===== config.mk =====
export PLATFORM = sky130hd
export DESIGN_NAME = marker_length_frame_delimiter
export DESIGN_NICKNAME = d
export VERILOG_FILES = /design/src/sv/mlfd_pkg.sv /design/src/sv/marker_length_frame_delimiter.sv /design/src/sv/mlfd_next.sv
export SDC_FILE = /design/constraint.sdc
export NUM_CORES = 1
export LEC_CHECK = 0
export BUFFER_PORTS_ARGS = -buffer_cell sky130_fd_sc_hd__buf_2
export CAP_MARGIN = 15
export CORE_UTILIZATION = 40
export DETAILED_ROUTE_END_ITERATION = 6
export PLACE_DENSITY = 0.59
export SYNTH_ARGS = -nofsm -noshare
export SYNTH_HDL_FRONTEND = slang
export SYNTH_SLANG_ARGS = --single-unit

===== constraint.sdc =====
create_clock -name clk -period 5.6 [get_ports clk]
set_input_delay 0.56 -clock clk [delete_from_list [all_inputs] [get_ports clk]]
set_output_delay 0.56 -clock clk [all_outputs]
set_load 0.02 [all_outputs]

===== src/sv/mlfd_pkg.sv =====
// Shared types and constants for the marker/length frame delimiter.
// No dependencies.
`default_nettype none

package mlfd_pkg;

  localparam int unsigned MAX_FRAME    = 4096;
  localparam int unsigned POS_W        = $clog2(MAX_FRAME + 1);
  localparam int unsigned LEN_W        = 32;
  localparam int unsigned BYTE_POS_W   = 12;
  localparam int unsigned CUT_LEN_W    = 13;

  // frame positions holding the big-endian length word, and where it is taken
  localparam logic [POS_W-1:0] LEN_FIRST_POS   = POS_W'(3);
  localparam logic [POS_W-1:0] LEN_LAST_POS    = POS_W'(6);
  localparam logic [POS_W-1:0] LEN_CAPTURE_POS = POS_W'(7);

  localparam logic [7:0] MARKER_FIRST_RST  = 8'hff;
  localparam logic [7:0] MARKER_SECOND_RST = 8'h00;

  typedef enum logic [1:0] {
    EV_NONE     = 2'd0,
    EV_DONE     = 2'd1,
    EV_CUT      = 2'd2,
    EV_OVERFLOW = 2'd3
  } frame_event_t;

  typedef enum logic {
    CFG_MARKER_FIRST  = 1'b0,
    CFG_MARKER_SECOND = 1'b1
  } cfg_index_t;

  typedef struct packed {
    logic [POS_W-1:0] pos;
    logic [7:0]       prev_byte;
    logic [LEN_W-1:0] len_cap;
    logic [LEN_W-1:0] exp_len;
  } frame_state_t;

  typedef struct packed {
    logic [7:0]            data_byte;
    logic [BYTE_POS_W-1:0] byte_position;
    frame_event_t          frame_event;
    logic [CUT_LEN_W-1:0]  cut_length;
  } frame_result_t;

endpackage

`default_nettype wire


===== src/sv/marker_length_frame_delimiter.sv =====
// Marker/length frame delimiter, top level: input register, per-byte update, result register.
// Depends on mlfd_pkg and mlfd_next.
// One request per received byte, one result request per byte, in order. Each byte
// first lands in an input register. The framing update (mlfd_next) then runs on it
// against the frame state, and the result is written to the output register once
// that register is free or its result is being taken. A new byte is taken every cycle
// while out_ready stays high (one byte per cycle sustained, set by the single framing
// state update per cycle).
// While a result waits on out_ready, the input register still takes one more byte;
// with both registers full, in_ready drops until the result is taken. Frame bytes
// 3..6 carry a big-endian length captured at position 7; the frame closes on the
// byte at position equal to that length (event 1). The marker pair seen back to back
// inside a frame cuts it (event 2, cut length reported, byte at position 1). A
// byte that arrives with MAX_FRAME bytes already held drops the frame (event 3).
// The user must write the marker registers through cfg_* only while no request is in flight.
`default_nettype none

module marker_length_frame_delimiter
  import mlfd_pkg::*;
(
  input  logic                  clk,
  input  logic                  rst_n,
  // configuration
  input  logic                  cfg_we,
  input  logic                  cfg_index,
  input  logic [7:0]            cfg_wdata,
  // received bytes
  input  logic                  in_valid,
  output logic                  in_ready,
  input  logic [7:0]            in_rx_byte,
  // results
  output logic                  out_valid,
  input  logic                  out_ready,
  output logic [7:0]            out_data_byte,
  output logic [BYTE_POS_W-1:0] out_byte_position,
  output logic [1:0]            out_frame_event,
  output logic [CUT_LEN_W-1:0]  out_cut_length
);

  logic [7:0]    marker_first_r;
  logic [7:0]    marker_second_r;

  // input register stage
  logic          s1_valid_r;
  logic [7:0]    s1_byte_r;

  // frame state
  frame_state_t  st_r;
  frame_state_t  st_nxt;

  // result register stage
  logic          out_valid_r;
  frame_result_t res_r;
  frame_result_t res_nxt;

  logic          advance;

  // the input byte moves to the result register when that register is free or being taken
  assign advance  = s1_valid_r && (!out_valid_r || out_ready);
  assign in_ready = !s1_valid_r || advance;

  mlfd_next u_next (
    .st            (st_r),
    .rx_byte       (s1_byte_r),
    .marker_first  (marker_first_r),
    .marker_second (marker_second_r),
    .st_nxt        (st_nxt),
    .res           (res_nxt)
  );

  // marker registers
  always_ff @(posedge clk) begin
    if (!rst_n) begin
      marker_first_r  <= MARKER_FIRST_RST;
      marker_second_r <= MARKER_SECOND_RST;
    end else if (cfg_we) begin
      case (cfg_index_t'(cfg_index))
        CFG_MARKER_FIRST:  marker_first_r  <= cfg_wdata;
        CFG_MARKER_SECOND: marker_second_r <= cfg_wdata;
        default: ;
      endcase
    end
  end

  // control and frame state
  always_ff @(posedge clk) begin
    if (!rst_n) begin
      s1_valid_r  <= 1'b0;
      out_valid_r <= 1'b0;
      st_r        <= '0;
    end else begin
      if (in_valid && in_ready) begin
        s1_valid_r <= 1'b1;
      end else if (advance) begin
        s1_valid_r <= 1'b0;
      end
      if (advance) begin
        out_valid_r <= 1'b1;
        st_r        <= st_nxt;
      end else if (out_ready) begin
        out_valid_r <= 1'b0;
      end
    end
  end

  // payload registers
  always_ff @(posedge clk) begin
    if (in_valid && in_ready) begin
      s1_byte_r <= in_rx_byte;
    end
    if (advance) begin
      res_r <= res_nxt;
    end
  end

  assign out_valid         = out_valid_r;
  assign out_data_byte     = res_r.data_byte;
  assign out_byte_position = res_r.byte_position;
  assign out_frame_event   = res_r.frame_event;
  assign out_cut_length    = res_r.cut_length;

endmodule

`default_nettype wire


===== src/sv/mlfd_next.sv =====
// Per-byte framing update: next frame state and the result for one byte.
// Depends on mlfd_pkg.
`default_nettype none

module mlfd_next
  import mlfd_pkg::*;
(
  input  frame_state_t  st,
  input  logic [7:0]    rx_byte,
  input  logic [7:0]    marker_first,
  input  logic [7:0]    marker_second,
  output frame_state_t  st_nxt,
  output frame_result_t res
);

  logic             hit;
  logic [POS_W-1:0] pos_e;
  logic [LEN_W-1:0] exp_e;
  logic [LEN_W-1:0] exp_c;
  logic [POS_W-1:0] pos_inc;

  assign hit   = (st.pos != '0) && (st.prev_byte == marker_first) &&
                 (rx_byte == marker_second);
  assign pos_e = hit ? POS_W'(1) : st.pos;
  assign exp_e = hit ? '0 : st.exp_len;
  assign exp_c = (pos_e == LEN_CAPTURE_POS) ? st.len_cap : exp_e;
  assign pos_inc = pos_e + POS_W'(1);

  always_comb begin
    st_nxt            = st;
    st_nxt.prev_byte  = rx_byte;
    res.data_byte     = rx_byte;
    res.byte_position = '0;
    res.frame_event   = hit ? EV_CUT : EV_NONE;
    res.cut_length    = hit ? CUT_LEN_W'(st.pos - POS_W'(1)) : '0;

    if (32'(pos_e) >= 32'(MAX_FRAME)) begin
      // store full: drop the frame and this byte
      res.frame_event = EV_OVERFLOW;
      st_nxt.pos      = '0;
      st_nxt.exp_len  = '0;
    end else begin
      if ((pos_e >= LEN_FIRST_POS) && (pos_e <= LEN_LAST_POS)) begin
        st_nxt.len_cap = {st.len_cap[LEN_W-9:0], rx_byte};
      end
      res.byte_position = BYTE_POS_W'(pos_e);
      if ((exp_c != '0) && (LEN_W'(pos_e) == exp_c)) begin
        res.frame_event = EV_DONE;
        st_nxt.pos      = '0;
        st_nxt.exp_len  = '0;
      end else begin
        st_nxt.pos      = pos_inc;
        st_nxt.exp_len  = exp_c;
      end
    end
  end

endmodule

`default_nettype wire


# Yosys cells after proc, flatten, opt, wreduce, memory -nomap -nowiden
# Cells that the tools add are included.
dict set report op_classes {
  reduce_logical 18
  mux 13
  n_lt_le_gt_ge 3
  bitwise 2
  n_eq_ne 4
  n_addsub 2
}
# cell n
set ops {}
lappend ops {{32-bit 2-to-1 mux} 4}
lappend ops {{13-bit 2-to-1 mux} 3}
lappend ops {{13-bit by 32-bit == test with 1-bit output} 1}
lappend ops {{32-bit nonzero test} 1}
lappend ops {{8-bit == test} 2}
lappend ops {{13-bit by 1-bit adder with 13-bit output (second input constant)} 1}
lappend ops {{13-bit by 3-bit == test with 1-bit output (second input constant)} 1}
lappend ops {{13-bit greater-or-equal comparator (second input constant)} 1}
lappend ops {{13-bit by 2-bit greater-or-equal comparator with 1-bit output (second input constant)} 1}
lappend ops {{13-bit by 3-bit <= comparator with 1-bit output (second input constant)} 1}
lappend ops {{13-bit nonzero test} 1}
lappend ops {{13-bit by 1-bit subtractor with 13-bit output (second input constant)} 1}
lappend ops {{1-bit logical AND} 6}
lappend ops {{1-bit 2-to-1 mux} 4}
lappend ops {{2-bit 2-to-1 mux} 2}
lappend ops {{2-bit AND reduction} 2}
lappend ops {{2-bit nonzero test} 2}
lappend ops {{3-bit AND reduction} 1}
lappend ops {{1-bit zero test} 2}
lappend ops {{1-bit logical OR} 2}
lappend ops {{1-bit NOT} 2}
lappend ops {{2-bit OR reduction} 1}
dict set report word_totals {
  word_cells 56
  reg_bits 146
}

# Longest topological paths before layout
dict set report logic_depth {
  ltp_word 10
  ltp_mapped 19
  mapped_depth_nobuf 14
}

# Hierarchy
# From an unflattened synthesis, not the netlist that was laid out.
dict set report hier_totals {
  cells_unflattened 887
  area_unflattened_um2 8150.3
}
# module cells_each area_each_um2 n_inst
set by_module_without_submodules {}
lappend by_module_without_submodules {marker_length_frame_delimiter 494 5363.9 1}
lappend by_module_without_submodules {mlfd_next 393 2786.4 1}

# Worst setup path after synthesis
# No wires, ideal clock.
dict set report synth_path {
  kind {reg-to-reg}
  start {register st_r[79] (netlist name)}
  end {register st_r[24] (netlist name)}
  stages_incl_launch_ff 19
  t_required_ns 5.483
  path_slack_ns 1.124
  n_path_buf 5
  t_arrival_ns 4.359
  path_cell_list {dfxtp_1 -> buf_2 -> or4_1 -> buf_4 -> nor3_1 -> and3_1 -> clkbuf_1 -> nor2_1 -> nor2_1 -> ha_1 -> nand3b_1 -> or4_4 -> a2111oi_4 -> o22ai_1 -> or4_1 -> buf_2 -> a41o_4 -> buf_6 -> a22o_1}
}
dict set report synth_between {
  elab_chain_cells 10
  word_cells_on_any_way 13
}
# element line
set synth_rtl {}
lappend synth_rtl {{start, declared} marker_length_frame_delimiter.sv:48} ;# frame_state_t st_r;
lappend synth_rtl {{start signal, assigned} marker_length_frame_delimiter.sv:99} ;# st_r <= st_nxt;
lappend synth_rtl {{13-bit nonzero test *} mlfd_next.sv:22} ;# assign hit = (st.pos != '0) && (st.prev_byte == marker_first) &&
lappend synth_rtl {{1-bit logical AND * (2 in a row)} mlfd_next.sv:22}
lappend synth_rtl {{13-bit 2-to-1 mux *} mlfd_next.sv:24} ;# assign pos_e = hit ? POS_W'(1) : st.pos;
lappend synth_rtl {{named net u_next.pos_e[1]} mlfd_next.sv:17} ;# logic [POS_W-1:0] pos_e;
lappend synth_rtl {{13-bit by 3-bit == test with 1-bit output} mlfd_next.sv:26} ;# assign exp_c = (pos_e == LEN_CAPTURE_POS) ? st.len_cap : exp_e;
lappend synth_rtl {{32-bit 2-to-1 mux} mlfd_next.sv:26}
lappend synth_rtl {{13-bit by 32-bit == test with 1-bit output or 32-bit nonzero test (tied branches)} mlfd_next.sv:47} ;# if ((exp_c != '0) && (LEN_W'(pos_e) == exp_c)) begin
lappend synth_rtl {{1-bit logical AND} mlfd_next.sv:47}
lappend synth_rtl {{32-bit 2-to-1 mux} mlfd_next.sv:47}
lappend synth_rtl {{32-bit 2-to-1 mux *} mlfd_next.sv:37} ;# if (32'(pos_e) >= 32'(MAX_FRAME)) begin
# Mark *: on every way through the listed nets, which the timed path passes. The rest lies on a longest branch.
# A chain may end at the register's enable or synchronous reset.

# Worst setup path in the final report
dict set report layout_path {
  start {register st_r[76] (netlist name)}
  end {register st_r[14] (netlist name)}
}
# Same word-level chain as after synthesis.

==> out/metrics.csv <==
stage,metric,value,unit
sta,final-max-slew-violation-count,0,
drt,ant_nets,0,
cts,cts_buffer_depth,2,
cts,cts_htree_levels,4,
synth,yosysWarnings,0,
setup_path,regToRegStartpoint,st_r[76],
drt,drc_violation_count_after_routing,0,
power,p_int,0.001796,W
sta,finalCriticalPeriod,5.066,ns
finish,number_of_diodes_added_for_antenna_fixing,0,
synth,synth_top_flop_cell,sky130_fd_sc_hd__dfxtp_1,
sta,timing.hold.ws,0.3078,ns
drt,routed_via_density,5.525,
global_route,antenna_violations_before_repair,0,
hold_path,min-delay-start,in_rx_byte[3],
finish,nNetsFinal,729,
cts,postCtsResizedCells,0,
drt,num_vias,5122,
floorplan,fp.dieH,128.0,microns
synth,post_synth.cell_area_avg,9.500,sq um
place,count_of_port_buffers_added_during_placement,58,
synth,syn-num-nets,694,
cts,numClockSinks,146,
sta,final-setup-viol-count,0,
power,power.share.sequential,0.484,
floorplan,floorplan.io_pins,59,
finish,layout_commonest_cell,sky130_fd_sc_hd__dfxtp_1,
global_route,first_global_vias,4973,
sta,fin_ws,0.5336,ns
global_route,grt_first_pass_wirelength,25.98,mm
drt,detailedRoute.firstPassIterationCount,5,
setup_path,timing.setup.critical_path_class,flop to flop,
setup_path,startpoint_type,flop,
synth,yosys-top-cells-area,"sky130_fd_sc_hd__dfxtp_1 32%, sky130_fd_sc_hd__edfxtp_1 20%, sky130_fd_sc_hd__a21oi_1 4.6%",
power,combinationalPowerShare,0.056,
drt,drtIter0Drc,407,
place,pre_cts_setup_slack,0.6511,ns
synth,synth.yosys.seq_area_share,0.5284,
cts,holdBufCountCts,0,
synth,edff_count_synth,43,
setup_path,critPathMaxFanout,32,
place,place_area,0.006766,sq mm
synth,postSynthRegisterBits,146,
power,vdd_drop_max,0.2149,mV
sta,tightest_slew,1.132,ns
cts,cts_tree,built,
synth,post_synth_instance_area,0.006346,sq mm
global_route,grt.overflow.total,0,
cts,worst_setup_hold_path_clk_slew,0.06,ns
power,power.switching_fraction,0.2308,
floorplan,die-width,128.0,microns
setup_path,worstSetupStartpoint,st_r[76],
setup_path,rrSetupSlack,0.53,ns
cts,cts_inserted_buffers,17,
place,place_congestion,0.9269,
power,switchingPower,0.0005390,W
drt,finalWirelength,15.99,mm
sta,fmaxAchievable,197.4,MHz
finish,area_growth,15.42,%
floorplan,starting_utilization_of_the_core_area,0.4144,
sta,fin_setup_tns,0,ns
synth,synth_top_area_cell,sky130_fd_sc_hd__dfxtp_1,
setup_path,cp.arrival,5.38,ns
sta,post-route-period-util,0.9047,
finish,design_area,0.007325,sq mm
outcome,run_status,finished clean,
finish,share_of_cells_above_drive_strength_1,0.1564,
finish,layout_common_cells,"103 x sky130_fd_sc_hd__dfxtp_1, 58 x sky130_fd_sc_hd__nand2_1, 58 x sky130_fd_sc_hd__a21oi_1, 58 x sky130_fd_sc_hd__buf_2, 56 x sky130_fd_sc_hd__nand3_1",
synth,post-synth-top-area-fraction,0.3249,
floorplan,row_count,45,
floorplan,die_area,0.01637,sq mm
power,power_frac_clock,0.460,
sta,fin_skew,0.01084,ns
drt,detail_route.wl_per_cell,17.24,microns
synth,fraction_of_synthesis_flops_using_an_asynchronous_set_or_reset_pin,0,
setup_path,setup.worst_path.end_class,flop,
global_route,pin_count_of_the_biggest_net_entering_global_routing,62,
sta,final-hold-violation-count,0,
power,power.static_leakage,2.751,nW
cts,clock_latency,0.43,ns
place,dp_hpwl,10.57,mm
power,cellPowerDensity,318.8,mW/mm^2
synth,synthesis.instances,668,
job,drv_cap,0,
cts,cts_root_buffer,sky130_fd_sc_hd__clkbuf_16,
sta,grt_setup_unrepaired,false,
global_route,gr-usage-all-layers,0.2061,
sta,worst_relative_slew_slack,0.2451,
synth,synth.distinct_cells,52,
cts,post_cts_buffers,0,
floorplan,fp.coreArea,0.01531,sq mm
setup_path,required,5.91,ns
hold_path,hp-class,input pin to flop,
-- synthesized netlist by cell type, drive strengths merged (3+ instances only) --
library cell	number
dfxtp	103
a22o	32
o21ai	35
clkbuf	43
o22ai	3
nand3b	3
nand3	56
nor3	14
a32oi	3
xor2	26
buf	12
and2	4
nand2b	6
inv	17
a31oi	6
nor4	24
nor2b	5
or3	3
nand4	15
a21oi	58
nor2	46
edfxtp	43
or4	9
ha	4
nand2	58
o221ai	5
xnor2	12
-- worst max-delay path: stages (launching register included) --
cell	delay [ns]
sky130_fd_sc_hd__dfxtp_1	0.44
sky130_fd_sc_hd__or4_1	0.76
sky130_fd_sc_hd__nor3_1	0.38
sky130_fd_sc_hd__and3_1	0.33
sky130_fd_sc_hd__nor2_1	0.17
sky130_fd_sc_hd__nor2_1	0.18
sky130_fd_sc_hd__ha_1	0.25
sky130_fd_sc_hd__nand3b_1	0.21
sky130_fd_sc_hd__or4_4	0.53
sky130_fd_sc_hd__nor4_1	0.30
sky130_fd_sc_hd__o22ai_1	0.13
sky130_fd_sc_hd__or4_1	0.58
sky130_fd_sc_hd__a41o_4	0.41
sky130_fd_sc_hd__a22o_1	0.28
-- stage by stage --
step           power, W  utilization  instances
2_1_floorplan  0.001245            -        668
3_3_place_gp   0.001282       0.4418        895
3_5_place_dp   0.001284       0.4418        895
4_1_cts        0.002348       0.4783        927
5_1_grt        0.002412       0.4783        927
6_report       0.002335       0.4783        927
-- area by class of cell --
cell class	count	area, sq um
sequential	146	3353
inverter	17	63.81
timing repair buffer	71	387.9
clock inverter	10	83.83
multi-input combinational	450	2698
tap	211	264.0
fill	1488	7990
clock buffer	22	474.2
-- power by group through the flow --
stage	Combinational (W)	Sequential, W	Clock [W]
final	0.000132	0.00113	0.00107
after global routing	0.000146	0.00113	0.00113
after CTS	0.000132	0.00113	0.00109
after detailed placement	0.000132	0.00115	0
after global placement	0.000130	0.00115	0
after floorplan	0.0000842	0.00116	0
-- final timing paths --
path / end / cells after the start
max: st_r[14] / 13
min: s1_byte_r[3] / 1
max reg2reg: st_r[14] / 13
min reg2reg: marker_second_r[1] / 2
-- kinds of logic after synthesis --
group | synth area share
compound gates | 0.1595
simple gates | 0.1978
fa+ha+maj | 0.007887
xor+xnor | 0.05244
flops | 0.5284
buf+inv | 0.04732
mux | 0.006703
-- state kept, by name, summed over array words and instances, names as in the netlist --
name	cells
out_frame_event	2
marker_second_r	8
s1_byte_r	8
out_cut_length	13
out_valid	1
out_data_byte	8
marker_first_r	8
out_byte_position	12
s1_valid_r	1
st_r	85
-- routing by layer --
| metal | global-route usage | vias to the layer above | share of wire |
|---|---|---|---|
| li1 | - | 2501 | - |
| met4 | 0.1010 | 0 | 0.027 |
| met1 | 0.2808 | 2437 | 0.48 |
| met5 | 0 | - | 0 |
| met2 | 0.3034 | 153 | 0.44 |
| met3 | 0.05259 | 31 | 0.050 |
No activity file was read; power rests on OpenSTA's default activity.
